$ cat config.mk
export PLATFORM = sky130hd
export DESIGN_NAME = rational_map_escape_time_unit
export DESIGN_NICKNAME = d
export VERILOG_FILES = /design/src/rtl/core/rmet_pkg.sv /design/src/rtl/core/rational_map_escape_time_unit.sv /design/src/rtl/core/rmet_div.sv /design/src/rtl/core/rmet_dp.sv /design/src/rtl/core/rmet_ctrl.sv
export SDC_FILE = /design/constraint.sdc
export NUM_CORES = 2
export LEC_CHECK = 0
export BUFFER_PORTS_ARGS = -buffer_cell sky130_fd_sc_hd__buf_2
export CAP_MARGIN = 20
export CELL_PAD_IN_SITES_DETAIL_PLACEMENT = 1
export CELL_PAD_IN_SITES_GLOBAL_PLACEMENT = 1
export CORE_MARGIN = 2
export CORE_UTILIZATION = 50
export DETAILED_ROUTE_END_ITERATION = 7
export GPL_ROUTABILITY_DRIVEN = 0
export PLACE_DENSITY_LB_ADDON = 0.1
export RECOVER_POWER = 25
export SKIP_CTS_REPAIR_TIMING = 1
export SYNTH_ARGS = -nofsm -noshare
export SYNTH_HDL_FRONTEND = slang
export SYNTH_SLANG_ARGS = --single-unit
$ cat constraint.sdc
create_clock -name clock -period 12.2 [get_ports clock]
set_input_delay 1.22 -clock clock [delete_from_list [all_inputs] [get_ports clock]]
set_output_delay 1.22 -clock clock [all_outputs]
set_load 0.1 [all_outputs]
$ cat src/rtl/core/rmet_pkg.sv
// Shared constants, types and microcode for the rational map escape-time unit.
package rmet_pkg;

   localparam int FRAC_BITS   = 24;
   localparam int COUNT_WIDTH = 16;
   localparam int DATA_W      = 32;
   localparam int PROD_W      = 2 * DATA_W - FRAC_BITS;
   localparam int ACC_W       = PROD_W + 2;
   localparam int NUM_W       = ACC_W - 1;
   localparam int DEN_W       = ACC_W - 1;
   localparam int DIV_STEPS   = NUM_W + FRAC_BITS;
   localparam int DIV_CNT_W   = $clog2(DIV_STEPS);
   localparam int PC_W        = 6;

   localparam logic [COUNT_WIDTH-1:0] LIMIT_RESET = COUNT_WIDTH'(100);
   localparam logic [PC_W-1:0]        PC_CHECK    = PC_W'(11);

   localparam logic signed [DATA_W-1:0] DATA_MAX = {1'b0, {(DATA_W-1){1'b1}}};
   localparam logic signed [DATA_W-1:0] DATA_MIN = {1'b1, {(DATA_W-1){1'b0}}};
   localparam logic signed [ACC_W-1:0]  ONE_FX   = ACC_W'(1) << FRAC_BITS;
   localparam logic [PROD_W:0]          ESC_LIMIT = (PROD_W+1)'(100) << FRAC_BITS;

   // multiplier operands
   localparam logic [2:0] OP_RE  = 3'd0;
   localparam logic [2:0] OP_IM  = 3'd1;
   localparam logic [2:0] OP_CRE = 3'd2;
   localparam logic [2:0] OP_CIM = 3'd3;
   localparam logic [2:0] OP_T1  = 3'd4;
   localparam logic [2:0] OP_T2  = 3'd5;
   localparam logic [2:0] OP_A   = 3'd6;
   localparam logic [2:0] OP_B   = 3'd7;

   // accumulator operations
   localparam logic [3:0] ACC_NOP  = 4'd0;
   localparam logic [3:0] ACC_LDP  = 4'd1;
   localparam logic [3:0] ACC_ADDP = 4'd2;
   localparam logic [3:0] ACC_SUBP = 4'd3;
   localparam logic [3:0] ACC_LDP2 = 4'd4;
   localparam logic [3:0] ACC_LDX  = 4'd5;
   localparam logic [3:0] ACC_ADDX = 4'd6;
   localparam logic [3:0] ACC_SUBX = 4'd7;
   localparam logic [3:0] ACC_NEGX = 4'd8;
   localparam logic [3:0] ACC_SAT  = 4'd9;

   // accumulator side operands
   localparam logic [3:0] X_ZERO = 4'd0;
   localparam logic [3:0] X_RE   = 4'd1;
   localparam logic [3:0] X_IM   = 4'd2;
   localparam logic [3:0] X_CRE  = 4'd3;
   localparam logic [3:0] X_CIM  = 4'd4;
   localparam logic [3:0] X_A    = 4'd5;
   localparam logic [3:0] X_B    = 4'd6;
   localparam logic [3:0] X_ONE  = 4'd7;
   localparam logic [3:0] X_SSRE = 4'd8;
   localparam logic [3:0] X_SSIM = 4'd9;

   // register destinations
   localparam logic [3:0] DST_NONE    = 4'd0;
   localparam logic [3:0] DST_T1      = 4'd1;
   localparam logic [3:0] DST_T2      = 4'd2;
   localparam logic [3:0] DST_A       = 4'd3;
   localparam logic [3:0] DST_B       = 4'd4;
   localparam logic [3:0] DST_SRE     = 4'd5;
   localparam logic [3:0] DST_SIM     = 4'd6;
   localparam logic [3:0] DST_DEN     = 4'd7;
   localparam logic [3:0] DST_DEN_DBL = 4'd8;
   localparam logic [3:0] DST_RE_Q    = 4'd9;
   localparam logic [3:0] DST_IM_Q    = 4'd10;

   // sequencing
   localparam logic [2:0] FL_NEXT  = 3'd0;
   localparam logic [2:0] FL_DIV   = 3'd1;
   localparam logic [2:0] FL_CHECK = 3'd2;
   localparam logic [2:0] FL_NWCHK = 3'd3;
   localparam logic [2:0] FL_LOOP  = 3'd4;

   typedef struct packed {
      logic [2:0] ma;
      logic [2:0] mb;
      logic [3:0] acc;
      logic [3:0] xs;
      logic [3:0] dst;
      logic [2:0] flow;
   } uins_type;

   typedef struct packed {
      logic       load;
      logic       div_start;
      logic [2:0] ma;
      logic [2:0] mb;
      logic [3:0] acc;
      logic [3:0] xs;
      logic [3:0] dst;
   } dp_cmd_type;

   typedef struct packed {
      logic c_zero;
      logic esc;
      logic acc_zero;
      logic div_done;
   } dp_stat_type;

   typedef struct packed {
      logic                   valid;
      logic [COUNT_WIDTH-1:0] count;
      logic                   ne;
   } res_type;

   function automatic uins_type mk(input logic [2:0] ma, input logic [2:0] mb,
                                   input logic [3:0] acc, input logic [3:0] xs,
                                   input logic [3:0] dst, input logic [2:0] flow);
      uins_type u;
      u.ma = ma; u.mb = mb; u.acc = acc; u.xs = xs; u.dst = dst; u.flow = flow;
      return u;
   endfunction

   function automatic logic signed [DATA_W-1:0] sat_data(input logic signed [ACC_W-1:0] v);
      logic signed [DATA_W-1:0] r;
      if (&v[ACC_W-1:DATA_W-1] || ~|v[ACC_W-1:DATA_W-1]) begin
         r = v[DATA_W-1:0];
      end else if (v[ACC_W-1]) begin
         r = DATA_MIN;
      end else begin
         r = DATA_MAX;
      end
      return r;
   endfunction

   function automatic uins_type ucode(input logic [PC_W-1:0] pc);
      uins_type u;
      case (pc)
         6'd0:  u = mk(OP_CRE, OP_CRE, ACC_NOP,  X_ZERO, DST_NONE,    FL_NEXT);
         6'd1:  u = mk(OP_CIM, OP_CIM, ACC_LDP,  X_ZERO, DST_NONE,    FL_NEXT);
         6'd2:  u = mk(OP_RE,  OP_RE,  ACC_ADDP, X_ZERO, DST_NONE,    FL_NEXT);
         6'd3:  u = mk(OP_RE,  OP_RE,  ACC_ADDX, X_CRE,  DST_DEN_DBL, FL_NEXT);
         6'd4:  u = mk(OP_RE,  OP_RE,  ACC_NOP,  X_ZERO, DST_NONE,    FL_DIV);
         6'd5:  u = mk(OP_RE,  OP_RE,  ACC_NEGX, X_CIM,  DST_RE_Q,    FL_NEXT);
         6'd6:  u = mk(OP_RE,  OP_RE,  ACC_NOP,  X_ZERO, DST_NONE,    FL_DIV);
         6'd7:  u = mk(OP_RE,  OP_RE,  ACC_NOP,  X_ZERO, DST_IM_Q,    FL_NEXT);
         6'd8:  u = mk(OP_IM,  OP_IM,  ACC_LDP,  X_ZERO, DST_NONE,    FL_NEXT);
         6'd9:  u = mk(OP_RE,  OP_RE,  ACC_LDP,  X_ZERO, DST_SRE,     FL_NEXT);
         6'd10: u = mk(OP_RE,  OP_RE,  ACC_NOP,  X_ZERO, DST_SIM,     FL_NEXT);
         6'd11: u = mk(OP_RE,  OP_RE,  ACC_NOP,  X_ZERO, DST_NONE,    FL_CHECK);
         6'd12: u = mk(OP_RE,  OP_RE,  ACC_LDX,  X_SSRE, DST_NONE,    FL_NEXT);
         6'd13: u = mk(OP_RE,  OP_IM,  ACC_SUBX, X_SSIM, DST_NONE,    FL_NEXT);
         6'd14: u = mk(OP_RE,  OP_RE,  ACC_LDP2, X_ZERO, DST_T1,      FL_NEXT);
         6'd15: u = mk(OP_RE,  OP_RE,  ACC_NOP,  X_ZERO, DST_T2,      FL_NEXT);
         6'd16: u = mk(OP_T1,  OP_CRE, ACC_NOP,  X_ZERO, DST_NONE,    FL_NEXT);
         6'd17: u = mk(OP_T2,  OP_CIM, ACC_LDP,  X_ZERO, DST_NONE,    FL_NEXT);
         6'd18: u = mk(OP_RE,  OP_RE,  ACC_SUBP, X_ZERO, DST_NONE,    FL_NEXT);
         6'd19: u = mk(OP_CRE, OP_RE,  ACC_SAT,  X_ZERO, DST_NONE,    FL_NEXT);
         6'd20: u = mk(OP_CIM, OP_IM,  ACC_SUBP, X_ZERO, DST_NONE,    FL_NEXT);
         6'd21: u = mk(OP_CIM, OP_IM,  ACC_SUBX, X_RE,   DST_NONE,    FL_NEXT);
         6'd22: u = mk(OP_RE,  OP_RE,  ACC_ADDP, X_ZERO, DST_NONE,    FL_NEXT);
         6'd23: u = mk(OP_RE,  OP_RE,  ACC_ADDX, X_ONE,  DST_NONE,    FL_NEXT);
         6'd24: u = mk(OP_T2,  OP_CRE, ACC_NOP,  X_ZERO, DST_A,       FL_NEXT);
         6'd25: u = mk(OP_T1,  OP_CIM, ACC_LDP,  X_ZERO, DST_NONE,    FL_NEXT);
         6'd26: u = mk(OP_RE,  OP_RE,  ACC_ADDP, X_ZERO, DST_NONE,    FL_NEXT);
         6'd27: u = mk(OP_CRE, OP_IM,  ACC_SAT,  X_ZERO, DST_NONE,    FL_NEXT);
         6'd28: u = mk(OP_RE,  OP_RE,  ACC_SUBP, X_ZERO, DST_NONE,    FL_NEXT);
         6'd29: u = mk(OP_CIM, OP_RE,  ACC_SUBX, X_IM,   DST_NONE,    FL_NEXT);
         6'd30: u = mk(OP_RE,  OP_RE,  ACC_SUBP, X_ZERO, DST_NONE,    FL_NEXT);
         6'd31: u = mk(OP_RE,  OP_RE,  ACC_NOP,  X_ZERO, DST_B,       FL_NEXT);
         6'd32: u = mk(OP_A,   OP_A,   ACC_NOP,  X_ZERO, DST_NONE,    FL_NEXT);
         6'd33: u = mk(OP_B,   OP_B,   ACC_LDP,  X_ZERO, DST_NONE,    FL_NEXT);
         6'd34: u = mk(OP_RE,  OP_RE,  ACC_ADDP, X_ZERO, DST_NONE,    FL_NEXT);
         6'd35: u = mk(OP_RE,  OP_RE,  ACC_NOP,  X_ZERO, DST_DEN,     FL_NWCHK);
         6'd36: u = mk(OP_RE,  OP_RE,  ACC_LDX,  X_A,    DST_NONE,    FL_NEXT);
         6'd37: u = mk(OP_RE,  OP_RE,  ACC_NOP,  X_ZERO, DST_NONE,    FL_DIV);
         6'd38: u = mk(OP_RE,  OP_RE,  ACC_NEGX, X_B,    DST_RE_Q,    FL_NEXT);
         6'd39: u = mk(OP_RE,  OP_RE,  ACC_NOP,  X_ZERO, DST_NONE,    FL_DIV);
         6'd40: u = mk(OP_RE,  OP_RE,  ACC_NOP,  X_ZERO, DST_IM_Q,    FL_NEXT);
         6'd41: u = mk(OP_RE,  OP_RE,  ACC_NOP,  X_ZERO, DST_NONE,    FL_NEXT);
         6'd42: u = mk(OP_IM,  OP_IM,  ACC_LDP,  X_ZERO, DST_NONE,    FL_NEXT);
         6'd43: u = mk(OP_RE,  OP_RE,  ACC_LDP,  X_ZERO, DST_SRE,     FL_NEXT);
         6'd44: u = mk(OP_RE,  OP_RE,  ACC_NOP,  X_ZERO, DST_SIM,     FL_LOOP);
         default: u = mk(OP_RE, OP_RE, ACC_NOP,  X_ZERO, DST_NONE,    FL_LOOP);
      endcase
      return u;
   endfunction

endpackage

$ cat src/rtl/core/rational_map_escape_time_unit.sv
// Top level of the rational map escape-time unit.
//
// Input words on req_* carry one parameter point c (Q8.24 real and imaginary
// parts). For each accepted word one result word appears on rsp_*: the
// escape-time count in rsp_tdata and the not-escaped flag in rsp_tuser.
// csr_* writes the 16-bit iteration limit (100 after reset); write it only
// while the unit is idle.
// One point is processed at a time. A zero point goes from the zero check
// straight to its result, without microcode. Otherwise the start value and
// each iteration run as microcode on the single shared 32x32 multiplier,
// each with two bit-serial divides of 65 steps.
// A finished result waits in the output register; while it is not taken the
// unit holds the next result in its controller and accepts no new word.
// Reset is synchronous; it empties the output register, idles the
// sequencer and restores the limit.
module rational_map_escape_time_unit import rmet_pkg::*; (
   input  logic                   clock,
   input  logic                   reset,
   input  logic                   csr_valid,
   output logic                   csr_ready,
   input  logic [COUNT_WIDTH-1:0] csr_data,    // max_iterations
   input  logic                   req_tvalid,
   output logic                   req_tready,
   input  logic [2*DATA_W-1:0]    req_tdata,   // c_real, c_imag
   output logic                   rsp_tvalid,
   input  logic                   rsp_tready,
   output logic [COUNT_WIDTH-1:0] rsp_tdata,   // iteration_count
   output logic [0:0]             rsp_tuser    // not_escaped
);

   dp_cmd_type             cmd;
   dp_stat_type            stat;
   res_type                res;
   logic                   slot_free;
   logic                   rsp_tvalid_ff, rsp_tvalid_in;
   logic [COUNT_WIDTH-1:0] rsp_count_ff;
   logic                   rsp_ne_ff;

   rmet_ctrl u_ctrl (
      .clock      (clock),
      .reset      (reset),
      .req_tvalid (req_tvalid),
      .req_tready (req_tready),
      .csr_valid  (csr_valid),
      .csr_ready  (csr_ready),
      .csr_data   (csr_data),
      .stat       (stat),
      .slot_free  (slot_free),
      .cmd        (cmd),
      .res        (res)
   );

   rmet_dp u_dp (
      .clock  (clock),
      .reset  (reset),
      .cmd    (cmd),
      .c_real (req_tdata[DATA_W-1:0]),
      .c_imag (req_tdata[2*DATA_W-1:DATA_W]),
      .stat   (stat)
   );

   assign slot_free = !rsp_tvalid_ff || rsp_tready;

   always_comb begin
      rsp_tvalid_in = rsp_tvalid_ff;
      if (res.valid) begin
         rsp_tvalid_in = 1'b1;
      end else if (rsp_tready) begin
         rsp_tvalid_in = 1'b0;
      end
   end

   always_ff @(posedge clock) begin
      if (reset) begin
         rsp_tvalid_ff <= 1'b0;
      end else begin
         rsp_tvalid_ff <= rsp_tvalid_in;
      end
      if (res.valid) begin
         rsp_count_ff <= res.count;
         rsp_ne_ff    <= res.ne;
      end
   end

   assign rsp_tvalid   = rsp_tvalid_ff;
   assign rsp_tdata    = rsp_count_ff;
   assign rsp_tuser[0] = rsp_ne_ff;

endmodule

$ cat src/rtl/core/rmet_div.sv
// Bit-serial restoring divider giving a saturated fixed-point quotient.
module rmet_div import rmet_pkg::*; (
   input  logic                     clock,
   input  logic                     reset,
   input  logic                     start,
   input  logic signed [ACC_W-1:0]  num,
   input  logic [DEN_W-1:0]         den,
   output logic                     done,
   output logic signed [DATA_W-1:0] quot
);

   logic                     busy_ff, busy_in;
   logic                     done_ff, done_in;
   logic [DIV_CNT_W-1:0]     k_ff, k_in;
   logic [DIV_STEPS-1:0]     sh_ff, sh_in;
   logic [DEN_W-1:0]         r_ff, r_in;
   logic [DEN_W-1:0]         den_ff, den_in;
   logic [DATA_W:0]          q_ff, q_in;
   logic                     big_ff, big_in;
   logic                     neg_ff, neg_in;
   logic signed [DATA_W-1:0] quot_ff, quot_in;

   logic [ACC_W-1:0]  mag;
   logic [DEN_W:0]    rs;
   logic [DEN_W:0]    diff;
   logic              ge;
   logic [DATA_W:0]   qn;
   logic              bign;

   always_comb begin
      mag     = num[ACC_W-1] ? ACC_W'(-num) : ACC_W'(num);
      rs      = {r_ff, sh_ff[DIV_STEPS-1]};
      diff    = rs - {1'b0, den_ff};
      ge      = rs >= {1'b0, den_ff};
      qn      = big_ff ? q_ff : {q_ff[DATA_W-1:0], ge};
      bign    = big_ff | qn[DATA_W];
      busy_in = busy_ff;
      done_in = 1'b0;
      k_in    = k_ff;
      sh_in   = sh_ff;
      r_in    = r_ff;
      den_in  = den_ff;
      q_in    = q_ff;
      big_in  = big_ff;
      neg_in  = neg_ff;
      quot_in = quot_ff;
      if (start) begin
         neg_in = num[ACC_W-1];
         den_in = den;
         if (den == '0) begin
            done_in = 1'b1;
            if (mag == '0) begin
               quot_in = '0;
            end else if (num[ACC_W-1]) begin
               quot_in = DATA_MIN;
            end else begin
               quot_in = DATA_MAX;
            end
         end else begin
            busy_in = 1'b1;
            k_in    = DIV_CNT_W'(DIV_STEPS - 1);
            sh_in   = {mag[NUM_W-1:0], {FRAC_BITS{1'b0}}};
            r_in    = '0;
            q_in    = '0;
            big_in  = 1'b0;
         end
      end else if (busy_ff) begin
         sh_in  = {sh_ff[DIV_STEPS-2:0], 1'b0};
         r_in   = ge ? diff[DEN_W-1:0] : rs[DEN_W-1:0];
         q_in   = qn;
         big_in = bign;
         k_in   = k_ff - 1'b1;
         if (k_ff == '0) begin
            busy_in = 1'b0;
            done_in = 1'b1;
            if (neg_ff) begin
               if (bign || (qn[DATA_W-1] && |qn[DATA_W-2:0])) begin
                  quot_in = DATA_MIN;
               end else begin
                  quot_in = DATA_W'(-qn);
               end
            end else if (bign || qn[DATA_W-1]) begin
               quot_in = DATA_MAX;
            end else begin
               quot_in = qn[DATA_W-1:0];
            end
         end
      end
   end

   always_ff @(posedge clock) begin
      if (reset) begin
         busy_ff <= 1'b0;
         done_ff <= 1'b0;
      end else begin
         busy_ff <= busy_in;
         done_ff <= done_in;
      end
      k_ff    <= k_in;
      sh_ff   <= sh_in;
      r_ff    <= r_in;
      den_ff  <= den_in;
      q_ff    <= q_in;
      big_ff  <= big_in;
      neg_ff  <= neg_in;
      quot_ff <= quot_in;
   end

   assign done = done_ff;
   assign quot = quot_ff;

endmodule

$ cat src/rtl/core/rmet_dp.sv
// Datapath: operand registers, shared multiplier, accumulator and divider.
module rmet_dp import rmet_pkg::*; (
   input  logic                     clock,
   input  logic                     reset,
   input  dp_cmd_type               cmd,
   input  logic signed [DATA_W-1:0] c_real,
   input  logic signed [DATA_W-1:0] c_imag,
   output dp_stat_type              stat
);

   logic signed [DATA_W-1:0] cre_ff, cim_ff, re_ff, im_ff, t1_ff, t2_ff, a_ff, b_ff;
   logic [PROD_W-1:0]        sre_ff, sim_ff;
   logic [DEN_W-1:0]         den_ff;
   logic signed [ACC_W-1:0]  acc_ff, acc_in;
   logic signed [PROD_W-1:0] p_ff, p_in;

   logic signed [DATA_W-1:0]   opa, opb;
   logic signed [2*DATA_W-1:0] prod;
   logic signed [ACC_W-1:0]    xv, pw;
   logic signed [DATA_W-1:0]   acc_sat, quot;
   logic                       div_done;
   logic [PROD_W:0]            nsum;

   function automatic logic signed [DATA_W-1:0] pick(input logic [2:0] s,
      input logic signed [DATA_W-1:0] re, input logic signed [DATA_W-1:0] im,
      input logic signed [DATA_W-1:0] cr, input logic signed [DATA_W-1:0] ci,
      input logic signed [DATA_W-1:0] t1, input logic signed [DATA_W-1:0] t2,
      input logic signed [DATA_W-1:0] a, input logic signed [DATA_W-1:0] b);
      logic signed [DATA_W-1:0] r;
      case (s)
         OP_RE:   r = re;
         OP_IM:   r = im;
         OP_CRE:  r = cr;
         OP_CIM:  r = ci;
         OP_T1:   r = t1;
         OP_T2:   r = t2;
         OP_A:    r = a;
         default: r = b;
      endcase
      return r;
   endfunction

   rmet_div u_div (
      .clock (clock),
      .reset (reset),
      .start (cmd.div_start),
      .num   (acc_ff),
      .den   (den_ff),
      .done  (div_done),
      .quot  (quot)
   );

   always_comb begin
      opa     = pick(cmd.ma, re_ff, im_ff, cre_ff, cim_ff, t1_ff, t2_ff, a_ff, b_ff);
      opb     = pick(cmd.mb, re_ff, im_ff, cre_ff, cim_ff, t1_ff, t2_ff, a_ff, b_ff);
      prod    = opa * opb;
      p_in    = prod[2*DATA_W-1:FRAC_BITS];
      pw      = ACC_W'(p_ff);
      acc_sat = sat_data(acc_ff);
      case (cmd.xs)
         X_RE:    xv = ACC_W'(re_ff);
         X_IM:    xv = ACC_W'(im_ff);
         X_CRE:   xv = ACC_W'(cre_ff);
         X_CIM:   xv = ACC_W'(cim_ff);
         X_A:     xv = ACC_W'(a_ff);
         X_B:     xv = ACC_W'(b_ff);
         X_ONE:   xv = ONE_FX;
         X_SSRE:  xv = ACC_W'(sat_data(ACC_W'(sre_ff)));
         X_SSIM:  xv = ACC_W'(sat_data(ACC_W'(sim_ff)));
         default: xv = '0;
      endcase
      case (cmd.acc)
         ACC_LDP:  acc_in = pw;
         ACC_ADDP: acc_in = acc_ff + pw;
         ACC_SUBP: acc_in = acc_ff - pw;
         ACC_LDP2: acc_in = pw <<< 1;
         ACC_LDX:  acc_in = xv;
         ACC_ADDX: acc_in = acc_ff + xv;
         ACC_SUBX: acc_in = acc_ff - xv;
         ACC_NEGX: acc_in = -xv;
         ACC_SAT:  acc_in = ACC_W'(acc_sat);
         default:  acc_in = acc_ff;
      endcase
      nsum = {1'b0, sre_ff} + {1'b0, sim_ff};
   end

   always_ff @(posedge clock) begin
      p_ff   <= p_in;
      acc_ff <= acc_in;
      if (cmd.load) begin
         cre_ff <= c_real;
         cim_ff <= c_imag;
      end
      case (cmd.dst)
         DST_T1:      t1_ff  <= acc_sat;
         DST_T2:      t2_ff  <= acc_sat;
         DST_A:       a_ff   <= acc_sat;
         DST_B:       b_ff   <= acc_sat;
         DST_SRE:     sre_ff <= acc_ff[PROD_W-1:0];
         DST_SIM:     sim_ff <= acc_ff[PROD_W-1:0];
         DST_DEN:     den_ff <= acc_ff[DEN_W-1:0];
         DST_DEN_DBL: den_ff <= {acc_ff[DEN_W-2:0], 1'b0};
         DST_RE_Q:    re_ff  <= quot;
         DST_IM_Q:    im_ff  <= quot;
         default: ;
      endcase
   end

   assign stat.c_zero   = (cre_ff == '0) && (cim_ff == '0);
   assign stat.esc      = nsum >= ESC_LIMIT;
   assign stat.acc_zero = acc_ff == '0;
   assign stat.div_done = div_done;

endmodule

$ cat src/rtl/core/rmet_ctrl.sv
// Controller: microcode sequencer, iteration counter and limit register.
module rmet_ctrl import rmet_pkg::*; (
   input  logic                   clock,
   input  logic                   reset,
   input  logic                   req_tvalid,
   output logic                   req_tready,
   input  logic                   csr_valid,
   output logic                   csr_ready,
   input  logic [COUNT_WIDTH-1:0] csr_data,
   input  dp_stat_type            stat,
   input  logic                   slot_free,
   output dp_cmd_type             cmd,
   output res_type                res
);

   localparam logic [2:0] ST_IDLE = 3'd0;
   localparam logic [2:0] ST_ZCHK = 3'd1;
   localparam logic [2:0] ST_EXEC = 3'd2;
   localparam logic [2:0] ST_DIVW = 3'd3;
   localparam logic [2:0] ST_OUT  = 3'd4;

   logic [2:0]             state_ff, state_in;
   logic [PC_W-1:0]        pc_ff, pc_in;
   logic [COUNT_WIDTH-1:0] n_ff, n_in;
   logic [COUNT_WIDTH-1:0] lim_ff, lim_in;
   logic                   zero_ff, zero_in;
   uins_type               ins;
   logic                   below;

   always_comb begin
      ins        = ucode(pc_ff);
      below      = n_ff < lim_ff;
      state_in   = state_ff;
      pc_in      = pc_ff;
      n_in       = n_ff;
      zero_in    = zero_ff;
      lim_in     = csr_valid ? csr_data : lim_ff;
      req_tready = 1'b0;
      cmd.load      = 1'b0;
      cmd.div_start = 1'b0;
      cmd.ma        = ins.ma;
      cmd.mb        = ins.mb;
      cmd.acc       = ACC_NOP;
      cmd.xs        = X_ZERO;
      cmd.dst       = DST_NONE;
      res.valid = 1'b0;
      res.count = '0;
      res.ne    = 1'b0;
      if (!zero_ff) begin
         res.count = below ? n_ff : '0;
         res.ne    = ~below;
      end
      unique case (state_ff)
         ST_IDLE: begin
            req_tready = 1'b1;
            if (req_tvalid) begin
               cmd.load = 1'b1;
               state_in = ST_ZCHK;
            end
         end
         ST_ZCHK: begin
            pc_in    = '0;
            n_in     = '0;
            zero_in  = stat.c_zero;
            state_in = stat.c_zero ? ST_OUT : ST_EXEC;
         end
         ST_EXEC: begin
            cmd.acc = ins.acc;
            cmd.xs  = ins.xs;
            cmd.dst = ins.dst;
            pc_in   = pc_ff + 1'b1;
            case (ins.flow)
               FL_DIV: begin
                  cmd.div_start = 1'b1;
                  state_in      = ST_DIVW;
               end
               FL_CHECK: begin
                  if (!(below && !stat.esc)) state_in = ST_OUT;
               end
               FL_NWCHK: begin
                  if (stat.acc_zero) begin
                     n_in     = n_ff + 1'b1;
                     state_in = ST_OUT;
                  end
               end
               FL_LOOP: begin
                  n_in  = n_ff + 1'b1;
                  pc_in = PC_CHECK;
               end
               default: ;
            endcase
         end
         ST_DIVW: begin
            if (stat.div_done) state_in = ST_EXEC;
         end
         ST_OUT: begin
            res.valid = slot_free;
            if (slot_free) state_in = ST_IDLE;
         end
         default: state_in = ST_IDLE;
      endcase
   end

   always_ff @(posedge clock) begin
      if (reset) begin
         state_ff <= ST_IDLE;
         lim_ff   <= LIMIT_RESET;
      end else begin
         state_ff <= state_in;
         lim_ff   <= lim_in;
      end
      pc_ff   <= pc_in;
      n_ff    <= n_in;
      zero_ff <= zero_in;
   end

   assign csr_ready = 1'b1;

   a_out_leaves: assert property (@(posedge clock) disable iff (reset)
      (state_ff == ST_OUT && slot_free) |=> state_ff == ST_IDLE)
      else $error("result slot free but controller did not return to idle");

   a_count_bound: assert property (@(posedge clock) disable iff (reset)
      (state_ff == ST_EXEC) |-> (n_ff <= lim_ff))
      else $error("iteration count passed the limit");

   a_ne_zero: assert property (@(posedge clock) disable iff (reset)
      res.valid |-> !(res.ne && res.count != '0))
      else $error("not-escaped result carries a nonzero count");

   a_div_wait: assert property (@(posedge clock) disable iff (reset)
      cmd.div_start |=> state_ff == ST_DIVW)
      else $error("divide issued without waiting");

endmodule
==> out/metrics.cfg <==
[floorplan]
start_util_pct=50.2
rows=146
die_width_um=402
io_pins=105
core_mm2=0.158
die-area_mm2=0.162
dieHeight_um=402

[clocking]
cts_buffers=81
path_clk_slew_ns=0.06
clk_latency_ns=0.76
cts_max_level=3
clockRootBuffer=clkbuf_16
cts_sinks=738
clock_path_buffers=3
cts_tree=built

[sta]
fin_crit_ns=11.58
fin_ws_ns=0.625
finalSetupTns_ns=0
slew-limit-headroom_pct=-119
finalHoldViolCount=0
setup_viol_count_final=0
fmaxAchievable_mhz=86.4
final.setup_skew_ns=0.0411
tightest_slew_ns=3.29
period_share_pct=94.9
rsz0062_at_grt=false
report.final.slew_viol_count=109

[run]
max_cap_violations=4

[final_layout]
drive_above_1_share_pct=8.62
nets=9784
n_fill_cell=17700
stdcell_count=10400
fin_util_pct=54.6
area_growth_pct=8.57
seq_area_mm2=0.0213
multi_input_area_mm2=0.0526

[synthesis]
netlist_instances=8312
synth_nets=9811
synth-main-ff-cell=edfxtp_1
synth_edf_count=655
syn_avg_cell_area_um2=9.55
ys_ff_latch=738
ys_seq_area_share_pct=26.9
synth_area_mm2=0.0794
async_flop_share_pct=0
synth_cell_type_count=100
ys_warn_count=0

[hold_path]
whs_endpoint=u_dp.re_ff[27]
min-delay-start=u_dp.u_div.quot[27]
min_path_cells=0
hp-class=flip-flop to flip-flop

[setup_path]
reg2reg_from=u_ctrl.ins[17]
cp.required_ns=12.84
endpoint_kind=flip-flop
critPathLaunchType=flip-flop
rr_worst_depth=30
cp_slowest_stage_delay_ns=0.81
cp_data_arrival_time_ns=12.21
r2r_slack_ns=0.62
path_common_cell=fa_1
critPathKind=flip-flop to flip-flop
crit_path_top_delay_cell=o32a_1
path_max_fanout=20
r2r-end=u_dp.p_ff[36]

[outcome]
status=complete, but fails checks
violations=max-capacitance violations, max-slew violations

[drt]
num_vias=67600
drc=0
initialDrtViolationCount=7524
drt-total-wl_mm=323
ant_nets=0
first_pass_iters=6
wire_per_inst_um=30.9
routed_via_density=6.48

[placed_design]
detailed_place_hpwl_mm=251
place_inst=10300
io_buffer_count=103
dp_slack_ns=0.808

[global_route]
grt_max_degree=88
grtUsageTotal_pct=39.9
grt_pass1_wl_mm=475
grt_pass1_vias=71900
grt-ovfl-total=0
antenna_found_initial=27

==> metal layers <==
| metal | up-vias | wire length [µm] | GRT usage, % |
|---|---|---|---|
| li1 | 27800 | - | - |
| met1 | 34600 | 120000 | 50.4 |
| met2 | 3919 | 138000 | 59.1 |
| met3 | 1240 | 38300 | 12.8 |
| met4 | 28 | 26000 | 26.1 |
| met5 | - | 195 | 0 |
==> Yosys cell counts (74+ instances only) <==
cell / n / share of area, %
clkbuf_1: 407 / 1.9
xnor2_1: 130 / 1.4
o21a_1: 74 / 0.70
dfxtp_1: 83 / 2.1
edfxtp_1: 655 / 25
fa_1: 1084 / 27
mux2i_1: 105 / 1.3
a22oi_1: 99 / 0.94
mux2_2: 78 / 1.1
nand2_1: 913 / 4.3
a21oi_1: 323 / 2.0
o21ai_0: 383 / 2.4
inv_1: 1150 / 5.4
nand3_1: 150 / 0.95
ha_1: 330 / 5.2
nor3_1: 101 / 0.64
nor2_1: 906 / 4.3
a21o_1: 122 / 1.2
xor2_1: 109 / 1.2
==> critical path, delay by kind of cell, from the launching register on <==
family	cells	cell delay [ns]
simple gates	8	2.24
fa+ha+maj	9	4.45
compound gates	8	3.29
xor+xnor	1	0.15
flops	1	0.65
buf+inv	4	0.66
==> state kept, by name (all words and copies together), names as in the netlist, 40 cells and up <==
signal,flops
u_dp.u_div.sh_ff,41
u_dp.u_div.r_ff,41
u_dp.sim_ff,40
u_dp.den_ff,41
u_dp.u_div.den_ff,41
u_dp.p_ff,40
u_dp.sre_ff,40
u_dp.acc_ff,42
==> metrics by stage <==
stage                     hold slack (ns)  instance area (µm²)
final                               0.449                86200
after global routing                0.456                86200
after CTS                           0.450                86100
after detailed placement            0.436                83300
after global placement              0.426                83200
after floorplan                     0.421                79400
==> worst max-delay path by stage <==
| stage | endpoint | start |
|---|---|---|
| 6_report | u_dp.p_ff[36] | u_ctrl.ins[17] |
| 5_1_grt | u_dp.p_ff[36] | u_ctrl.ins[17] |
| 4_1_cts | u_dp.p_ff[36] | u_ctrl.ins[17] |
| 3_5_place_dp | u_dp.p_ff[36] | u_ctrl.ins[17] |
| 3_3_place_gp | u_dp.p_ff[36] | u_ctrl.ins[18] |
| 2_1_floorplan | u_dp.p_ff[37] | u_ctrl.ins[18] |
==> logic make-up after synthesis <==
family,after synthesis,synth area share (%)
mux,208,3.14
flops,738,26.9
buf+inv,1622,7.71
compound gates,1537,12.8
xor+xnor,239,2.64
fa+ha+maj,1414,32.5
simple gates,2553,14.3
other cells,1,0.00472
==> cell usage in the layout (no fill, tap or decap), drive strengths merged, types with 45 or more instances in the layout <==
cell	instances
a21o	122
a21oi	323
a221oi	47
a22oi	99
a31oi	52
and2	59
buf	316
clkbuf	138
dfxtp	83
edfxtp	655
fa	1084
ha	330
inv	1154
mux2	78
mux2i	105
nand2	913
nand2b	62
nand3	150
nand4	45
nor2	908
nor2b	53
nor3	103
nor4	56
o21a	74
o21ai	390
o22ai	55
or3	45
xnor2	130
xor2	109
==> final cells by class <==
type / instances / share of cell area (%)
antenna: 5 / 0.0145
clock buffer: 95 / 2.47
clock inverter: 57 / 0.808
inverter: 1153 / 5.02
multi-input combinational: 5952 / 61.0
sequential: 738 / 24.8
tap: 2072 / 3.01
timing repair buffer: 359 / 2.86
Power is left out: the tool's default activity adds up to more than one toggle a clock period on the data nets, which glitch-free logic cannot reach.
